[src/design/mra_pkg.sv]
// Shared constants and controller/datapath interface types for the region aligner.
// Depends on nothing; every other design file imports it.
package mra_pkg;

  localparam int ADDR_WIDTH      = 32;
  localparam int LOG2_WIDTH      = 5;
  localparam int SUM_WIDTH       = 33;
  localparam int IN_DATA_WIDTH   = 64;
  localparam int OUT_DATA_WIDTH  = 72;

  localparam logic [LOG2_WIDTH-1:0] MIN_REGION_LOG2 = 5'd5;
  localparam logic [LOG2_WIDTH-1:0] LIMIT_LOG2      = 5'd31;
  localparam logic [31:0]           MIN_REGION      = 32'd32;

  typedef struct packed {
    logic load;
    logic step;
    logic emit;
  } mra_cmd_t;

  typedef struct packed {
    logic fits;
    logic at_limit;
  } mra_status_t;

  typedef struct packed {
    logic [31:0] region_base;
    logic [30:0] region_bytes;
    logic [4:0]  size_field;
    logic        too_large;
  } mra_result_t;

endpackage

[src/design/mra_ctrl.sv]
// Sequencing state machine of the region aligner: handshakes and datapath commands.
// Depends on mra_pkg.
module mra_ctrl (
  input  logic                clk,
  input  logic                rst,
  input  logic                in_valid,
  output logic                in_ready,
  output logic                out_valid,
  input  logic                out_ready,
  input  mra_pkg::mra_status_t status,
  output mra_pkg::mra_cmd_t    cmd
);
  import mra_pkg::*;

  typedef enum logic [1:0] {
    ST_IDLE = 2'b01,
    ST_RUN  = 2'b10
  } state_t;

  state_t state, state_next;
  logic   out_valid_next;
  logic   finished;

  assign finished = status.at_limit | status.fits;
  assign in_ready = (state == ST_IDLE) && !rst;

  always_comb begin
    state_next = state;
    cmd        = '0;
    case (state)
      ST_IDLE: begin
        if (in_valid) begin
          cmd.load   = 1'b1;
          state_next = ST_RUN;
        end
      end
      ST_RUN: begin
        if (finished) begin
          // The result waits here until the output register is free.
          if (!out_valid || out_ready) begin
            cmd.emit   = 1'b1;
            state_next = ST_IDLE;
          end
        end else begin
          cmd.step = 1'b1;
        end
      end
      default: begin
        state_next = ST_IDLE;
      end
    endcase
  end

  always_comb begin
    if (cmd.emit) begin
      out_valid_next = 1'b1;
    end else if (out_ready) begin
      out_valid_next = 1'b0;
    end else begin
      out_valid_next = out_valid;
    end
  end

  always_ff @(posedge clk) begin
    if (rst) begin
      state     <= ST_IDLE;
      out_valid <= 1'b0;
    end else begin
      state     <= state_next;
      out_valid <= out_valid_next;
    end
  end

endmodule

[src/design/mra_datapath.sv]
// Datapath of the region aligner: operand registers, size exponent and result register.
// Depends on mra_pkg.
module mra_datapath (
  input  logic                 clk,
  input  mra_pkg::mra_cmd_t     cmd,
  input  logic [31:0]          block_start,
  input  logic [31:0]          block_length,
  output mra_pkg::mra_status_t  status,
  output mra_pkg::mra_result_t  result
);
  import mra_pkg::*;

  logic [ADDR_WIDTH-1:0] start;
  logic [31:0]           len;
  logic [LOG2_WIDTH-1:0] lg;
  logic [SUM_WIDTH-1:0]  pow;
  logic [SUM_WIDTH-1:0]  mask;
  logic [ADDR_WIDTH-1:0] slack;
  logic [SUM_WIDTH-1:0]  need;
  logic [ADDR_WIDTH-1:0] base;

  // Candidate region is 2^lg bytes; it covers the block when the length
  // plus the slack below the aligned base is no larger than the region.
  assign pow   = SUM_WIDTH'(1) << lg;
  assign mask  = pow - SUM_WIDTH'(1);
  assign slack = start & mask[ADDR_WIDTH-1:0];
  assign base  = start & ~mask[ADDR_WIDTH-1:0];
  assign need  = SUM_WIDTH'(len) + SUM_WIDTH'(slack);

  assign status.fits     = (need <= pow);
  assign status.at_limit = (lg >= LIMIT_LOG2);

  always_ff @(posedge clk) begin
    if (cmd.load) begin
      start <= block_start[ADDR_WIDTH-1:0];
      len   <= (block_length < MIN_REGION) ? MIN_REGION : block_length;
      lg    <= MIN_REGION_LOG2;
    end else if (cmd.step) begin
      lg <= lg + LOG2_WIDTH'(1);
    end
    if (cmd.emit) begin
      if (status.at_limit) begin
        result <= '{region_base: '0, region_bytes: '0, size_field: '0, too_large: 1'b1};
      end else begin
        result.region_base  <= 32'(base);
        result.region_bytes <= pow[30:0];
        result.size_field   <= lg - LOG2_WIDTH'(1);
        result.too_large    <= 1'b0;
      end
    end
  end

endmodule

[src/design/mpu_region_aligner.sv]
// Top level of the protection region aligner: joins controller and datapath.
// Depends on mra_pkg, mra_ctrl and mra_datapath.
//
// For each input beat (block start address and byte length) the block returns one output
// beat with the smallest power-of-two region, of at least 32 bytes and aligned to its own
// size, that covers the whole block, together with the size field log2(size) - 1. Lengths
// below 32 are treated as 32. When the needed region would reach 2^31 bytes, too_large is
// set on tuser and all tdata fields are zero. The search tries region sizes one exponent at
// a time from 2^5 upwards, one add and compare per clock, so a beat occupies the block for
// a capture step and then one search step per exponent tried, up to the final exponent
// (the result exponent, or 31 on overflow). One item is in work at a time; the output
// register lets a new beat be accepted while the previous result still waits to be
// taken, and a finished search holds until that register is free.
module mpu_region_aligner (
  input  logic                               clk,
  input  logic                               rst,
  input  logic                               s_tvalid,
  output logic                               s_tready,
  // Fields from bit 0: block_start[31:0], block_length[63:32].
  input  logic [mra_pkg::IN_DATA_WIDTH-1:0]  s_tdata,
  output logic                               m_tvalid,
  input  logic                               m_tready,
  // Fields from bit 0: region_base[31:0], region_bytes[62:32], size_field[67:63],
  // zero padding[71:68].
  output logic [mra_pkg::OUT_DATA_WIDTH-1:0] m_tdata,
  // Fields from bit 0: too_large[0].
  output logic                               m_tuser
);
  import mra_pkg::*;

  mra_cmd_t    cmd;
  mra_status_t status;
  mra_result_t result;

  mra_ctrl u_ctrl (
    .clk       (clk),
    .rst       (rst),
    .in_valid  (s_tvalid),
    .in_ready  (s_tready),
    .out_valid (m_tvalid),
    .out_ready (m_tready),
    .status    (status),
    .cmd       (cmd)
  );

  mra_datapath u_datapath (
    .clk          (clk),
    .cmd          (cmd),
    .block_start  (s_tdata[31:0]),
    .block_length (s_tdata[63:32]),
    .status       (status),
    .result       (result)
  );

  // Output beat packing; the top four bits are padding.
  assign m_tdata = {4'b0000, result.size_field, result.region_bytes, result.region_base};
  assign m_tuser = result.too_large;

  // A region that is not too large is a single power of two with its base aligned to it.
  logic [31:0] bytes_ext;
  assign bytes_ext = {1'b0, result.region_bytes};

  // Once a beat is accepted the block is busy on the following cycle.
  a_busy_after_accept: assert property (@(posedge clk) disable iff (rst)
    (s_tvalid && s_tready) |=> !s_tready)
    else $error("input accepted again straight after an accepted beat");

  // An oversized result carries zero fields.
  a_error_zero: assert property (@(posedge clk) disable iff (rst)
    (m_tvalid && m_tuser) |-> (m_tdata == '0))
    else $error("too_large result with non-zero fields");

  // A valid region is a power of two with an aligned base and a matching size field.
  a_region_shape: assert property (@(posedge clk) disable iff (rst)
    (m_tvalid && !m_tuser) |->
      ($onehot(bytes_ext) && ((result.region_base & (bytes_ext - 32'd1)) == 32'd0) &&
       (bytes_ext == (32'd2 << result.size_field)) && (bytes_ext >= MIN_REGION)))
    else $error("region is not an aligned power of two of at least 32 bytes");

endmodule
[config.mk]
export PLATFORM = sky130hd
export DESIGN_NAME = mpu_region_aligner
export DESIGN_NICKNAME = d
export VERILOG_FILES = /design/src/design/mra_pkg.sv /design/src/design/mra_ctrl.sv /design/src/design/mra_datapath.sv /design/src/design/mpu_region_aligner.sv
export SDC_FILE = /design/constraint.sdc
export NUM_CORES = 1
export LEC_CHECK = 0
export ABC_AREA = 0
export BUFFER_PORTS_ARGS = -buffer_cell sky130_fd_sc_hd__buf_2
export CAP_MARGIN = 20
export CORE_MARGIN = 4
export CORE_UTILIZATION = 44
export CTS_CLUSTER_DIAMETER = 200
export DETAILED_ROUTE_END_ITERATION = 16
export PLACE_DENSITY_LB_ADDON = 0.12
export RECOVER_POWER = 100
export SLEW_MARGIN = 20
export SYNTH_ARGS = -nofsm -noshare
export SYNTH_HDL_FRONTEND = slang
export SYNTH_SLANG_ARGS = --single-unit
[constraint.sdc]
create_clock -name clk -period 10.7 [get_ports clk]
set_input_delay 1.07 -clock clk [delete_from_list [all_inputs] [get_ports clk]]
set_output_delay 1.07 -clock clk [all_outputs]
set_load 0.01 [all_outputs]
## Word-level counts from Yosys, hierarchy flattened

Cells that the tools add are included.

| operators by class | value |
|---|---|
| add/sub/neg operators | 4 |
| $lt $le $gt $ge | 3 |
| equal/unequal tests | 5 |
| shifts and indexed selects | 1 |
| muxes and demuxes | 13 |
| bitwise operators | 4 |
| reductions and logical operators | 6 |

Operators with widths:

| cell | number |
|---|---|
| $and 32x32->32 | 2 |
| $add 32x32->33 | 1 |
| $le 33x33->1 | 1 |
| $shl 1x5->33 const A | 1 |
| $lt 32x6->1 const B | 1 |
| $not 32->32 | 1 |
| $sub 32x1->32 const B | 1 |
| $mux 1 | 8 |
| $mux 2 | 4 |
| $add 5x1->5 const B | 1 |
| $ge 5x5->1 const B | 1 |
| $sub 5x1->5 const B | 1 |
| $ne 2x1->1 const B | 2 |
| $pmux 2 s2 | 1 |
| $reduce_and 3->1 | 1 |
| $eq 2x1->1 const B | 1 |
| $eq 2x2->1 const B | 1 |
| $logic_not 1->1 | 2 |
| $ne 2x2->1 const B | 1 |
| $reduce_bool 2->1 | 1 |
| $logic_and 1x1->1 | 1 |
| $logic_or 1x1->1 | 1 |
| $or 1x1->1 | 1 |

| storage, ports and cells | value |
|---|---|
| register bits after elaboration | 141 |
| input port bits | 68 |
| output and inout bits | 75 |
| word-level logic and storage cells | 45 |

## Depth between registers and ports, before layout

| depth | value |
|---|---|
| depth after elaboration | 9 |
| gate-level depth with buffers | 31 |
| mapped depth without buffers | 30 |

## Hierarchy

From an unflattened synthesis, not the netlist that was laid out.

| second synthesis, totals | value |
|---|---|
| cell total of the unflattened synthesis | 820 |
| area total of the unflattened synthesis | 8541.9 um2 |

By module, submodules not included:

| module | instances | cells each | area each (um2) | sequential area each (um2) |
|---|---|---|---|---|
| mra_datapath | 1 | 797 | 8343.0 | 4093.9 |
| mra_ctrl | 1 | 18 | 165.2 | 60.1 |
| mpu_region_aligner | 1 | 5 | 33.8 | 0.0 |

## Least setup slack after synthesis

Ideal clock, no wire load.

| path | value |
|---|---|
| path type | register -> register |
| start | register u_datapath.lg[0] |
| end | register, netlist name u_datapath.result[0] |
| arrival time | 8925 ps |
| path slack | 1270 ps |
| stages on the path, launching flop included | 31 |
| clock period less this slack | 9430 ps |
| cell sequence | dfxtp_1 inv_1 ha_1 buf_6 or3_1 buf_6 a2111oi_4 a211oi_1 nor2_1 nand2_1 xor2_1 and2_1 ha_1 a21oi_1 nand2_1 a221oi_1 o221ai_1 a41o_1 o31ai_4 o211ai_1 a311oi_1 xnor2_1 ha_1 a211o_1 a21oi_1 o211ai_1 a221oi_1 o21ai_0 o21ai_1 nand2b_1 nor2b_1 |

RTL lines:

| item | RTL line | text |
|---|---|---|
| start: declaration | mra_datapath.sv:15 | `logic [LOG2_WIDTH-1:0] lg;` |
| start signal: assignment | mra_datapath.sv:39 | `lg <= lg + LOG2_WIDTH'(1);` |

==> results.toml <==
[outcome]
status = "complete, but fails checks"
violations = "max-capacitance violations, max-slew violations"

[global_route]
grt_pass1_wl_um = 34600
grt_max_degree = 65
track_usage_pct = 20.2
antenna_found_initial = 0
overflow = 0
grt_pass1_vias = 6475

[timing]
worst_pin_slew_ns = 3.53
hold_viol_final = 0
slew_headroom_pct = -135
skew_ns = 0.0110
fin_crit_ns = 9.55
fin_hold_ws_ns = 0.562
setup_viol = 0
drv_slew = 103
fin_setup_tns_ns = 0
fmax_mhz = 105
grt_setup_unrepaired = "no"
finalCritPeriodShare_pct = 89.2

[synthesis]
async_flop_share_pct = 0
ys_ff_latch = 141
avgSynthCellArea_um2 = 10.3
yosysWarnings = 0
ys_types = 62
synthesis.area_um2 = 8610
synth_edf_count = 133
seq_area_frac_synth_pct = 48.2
syn_inst = 836
synth_flop_cell = "edfxtp_1"

[floorplan]
die_area_um2 = 21900
die_y_um = 148
die_w_um = 148
start_util_pct = 45.4
pin_count = 143
num_rows = 50
fp.coreArea_um2 = 19000

[critical_path]
crit_type = "reg -> reg"
startpoint_type = "register"
required_ns = 10.76
path_max_fanout = 40
cp_slowest_stage_delay_ns = 0.92
r2r_slack_ns = 1.15
worstPathArrival_ns = 9.61
endpoint_kind = "register"
cpMaxStageDelayCell = "dfxtp_1"
path_buf_inv = 2
crit_top_cell = "ha_1"
critPathTopFamily = "compound AO/OA/AOI/OAI gates"

[clock_tree]
post-cts-setup-buffers = 0
clock_latency_ns = 0.43
cts_buffers = 17
cts_resized = 0
cts_max_level = 4
clkSlewWorstSetupHoldPaths_ns = 0.06
root_buffer = "clkbuf_16"
cts_hold_buf = 0
cts_buffer_depth = 2
tritoncts = "yes"
clock-sinks = 141

[layout]
antenna_cells = 0
final_util_pct = 52.1
nets = 1084
fin_area_um2 = 9870
drive_gt1_share_pct = 9.32
nFillCells = 1795
area_delta_synth_final_pct = 14.6

[power_and_ir_drop]
p_seq_share_pct = 41.7
fin_total_pwr_mw = 1.56
switchingPower_mw = 0.448
clkPwrFrac_pct = 37.2
irDropWorstVdd_mv = 0.105
p_leak_nw = 3.95
swShare_pct = 28.6
powerDensity_nw_per_um2 = 158
power_frac_comb_pct = 21.1
p_int_mw = 1.12

[place]
place_hpwl_um = 16500
gp_congestion = 0.919
portBuffers = 138
placed_cell_area_um2 = 9430

[job]
maxCapViolCount = 2

[drt]
antenna_left = 0
wl_um = 22000
vias = 6621
routedWlPerCell_um = 18.1
drt-initial-drc-count = 389
drc = 0
drt_first_pass_iters = 5
vias_per_cell = 5.45

[worst_hold_path]
min_path_type = "reg -> reg"
==> cells in the final DEF, fill, tap and decap left out, types with 17 or more instances in the layout <==
| master | count |
|---|---|
| a21o_1 | 33 |
| a21oi_1 | 58 |
| and2_1 | 18 |
| and3_1 | 28 |
| buf_2 | 44 |
| clkbuf_1 | 97 |
| clkbuf_16 | 17 |
| edfxtp_1 | 133 |
| ha_1 | 73 |
| inv_1 | 25 |
| nand2_1 | 76 |
| nand3_1 | 18 |
| nor2_1 | 86 |
| nor2b_1 | 23 |
| o21ai_0 | 24 |
| xnor2_1 | 27 |
| xor2_1 | 22 |
==> sequential cells by signal (all words and copies together) (netlist names) <==
signal,flops
u_datapath.result,69
u_datapath.len,32
u_datapath.start,32
u_datapath.lg,5
u_ctrl.state,2
u_ctrl.out_valid,1
==> per-stage QoR <==
step                      worst slack, ns  instances
after floorplan                      1.27        839
after global placement               1.86       1183
after detailed placement             1.57       1183
after CTS                            1.56       1215
after global routing                0.397       1215
final                                1.15       1215
==> kinds of logic (layout without fill, tap and decap cells) <==
kind of cell / after synthesis / after routing / synth area share [%]
other: 1 / 4 / 0.0435
adders and majority gates: 74 / 74 / 10.8
buffers and inverters: 85 / 201 / 4.16
AOI/OAI and AO/OA: 178 / 178 / 14.3
and+or+nand+nor: 308 / 308 / 17.4
xor gates and xnor gates: 49 / 49 / 4.98
DFF: 141 / 141 / 48.2
==> layer usage <==
metal	GRT usage (%)	vias up	part of all wire, %
met3	3.25	22	5.2
met4	5.82	0	1.7
met2	32.0	221	47
met5	0	-	0
li1	-	3228	-
met1	28.7	3150	46
==> power by group through the flow <==
stage          clock network (mW)  registers (mW)  logic (mW)
3_3_place_gp                    0           0.662       0.329
5_1_grt                     0.616           0.655       0.370
3_5_place_dp                    0           0.662       0.330
6_report                    0.581           0.652       0.330
4_1_cts                     0.590           0.650       0.332
2_1_floorplan                   0           0.660       0.245
==> area by class of cell <==
type,instances,area [um^2],share of cell area (%)
Timing Repair Buffer,142,596,6.04
Tap cell,260,325,3.30
Sequential cell,141,4150,42.1
Inverter,27,101,1.03
Clock buffer,18,429,4.35
Multi-Input combinational cell,613,4120,41.7
Clock inverter,14,144,1.46
==> path summary, 6_finish.rpt <==
kind	startpoint	end	depth (start not counted)
setup / recovery	u_datapath.lg[2]	u_datapath.result[56]	28
hold / removal	u_datapath.start[13]	u_datapath.result[50]	2
setup reg to reg	u_datapath.lg[2]	u_datapath.result[56]	28
hold reg to reg	u_datapath.start[13]	u_datapath.result[50]	2
==> Yosys cell counts, drive strengths merged (10+ instances only) <==
library cell  number  area [um^2]
inv               25         93.8
nand2             76          285
nor3              15         80.1
and2              19          119
ha                73          913
xnor2             27          236
clkbuf            50          188
nor2              88          338
xor2              22          193
edfxtp           133         3990
a21o              33          248
nor2b             24          150
a21oi             59          303
nand4             10         62.6
and3              28          175
o21ai             24          120
nand3             18         90.1
==> worst register-to-register path, delay by kind of cell (launching register included) <==
family	cells	cell delay [ns]
simple gates	7	2.17
fa+ha+maj	3	1.15
xor+xnor	2	0.44
compound gates	14	3.51
flops	1	0.92
buf+inv	2	0.95
Note: power is estimated with default switching activity, not from simulation.
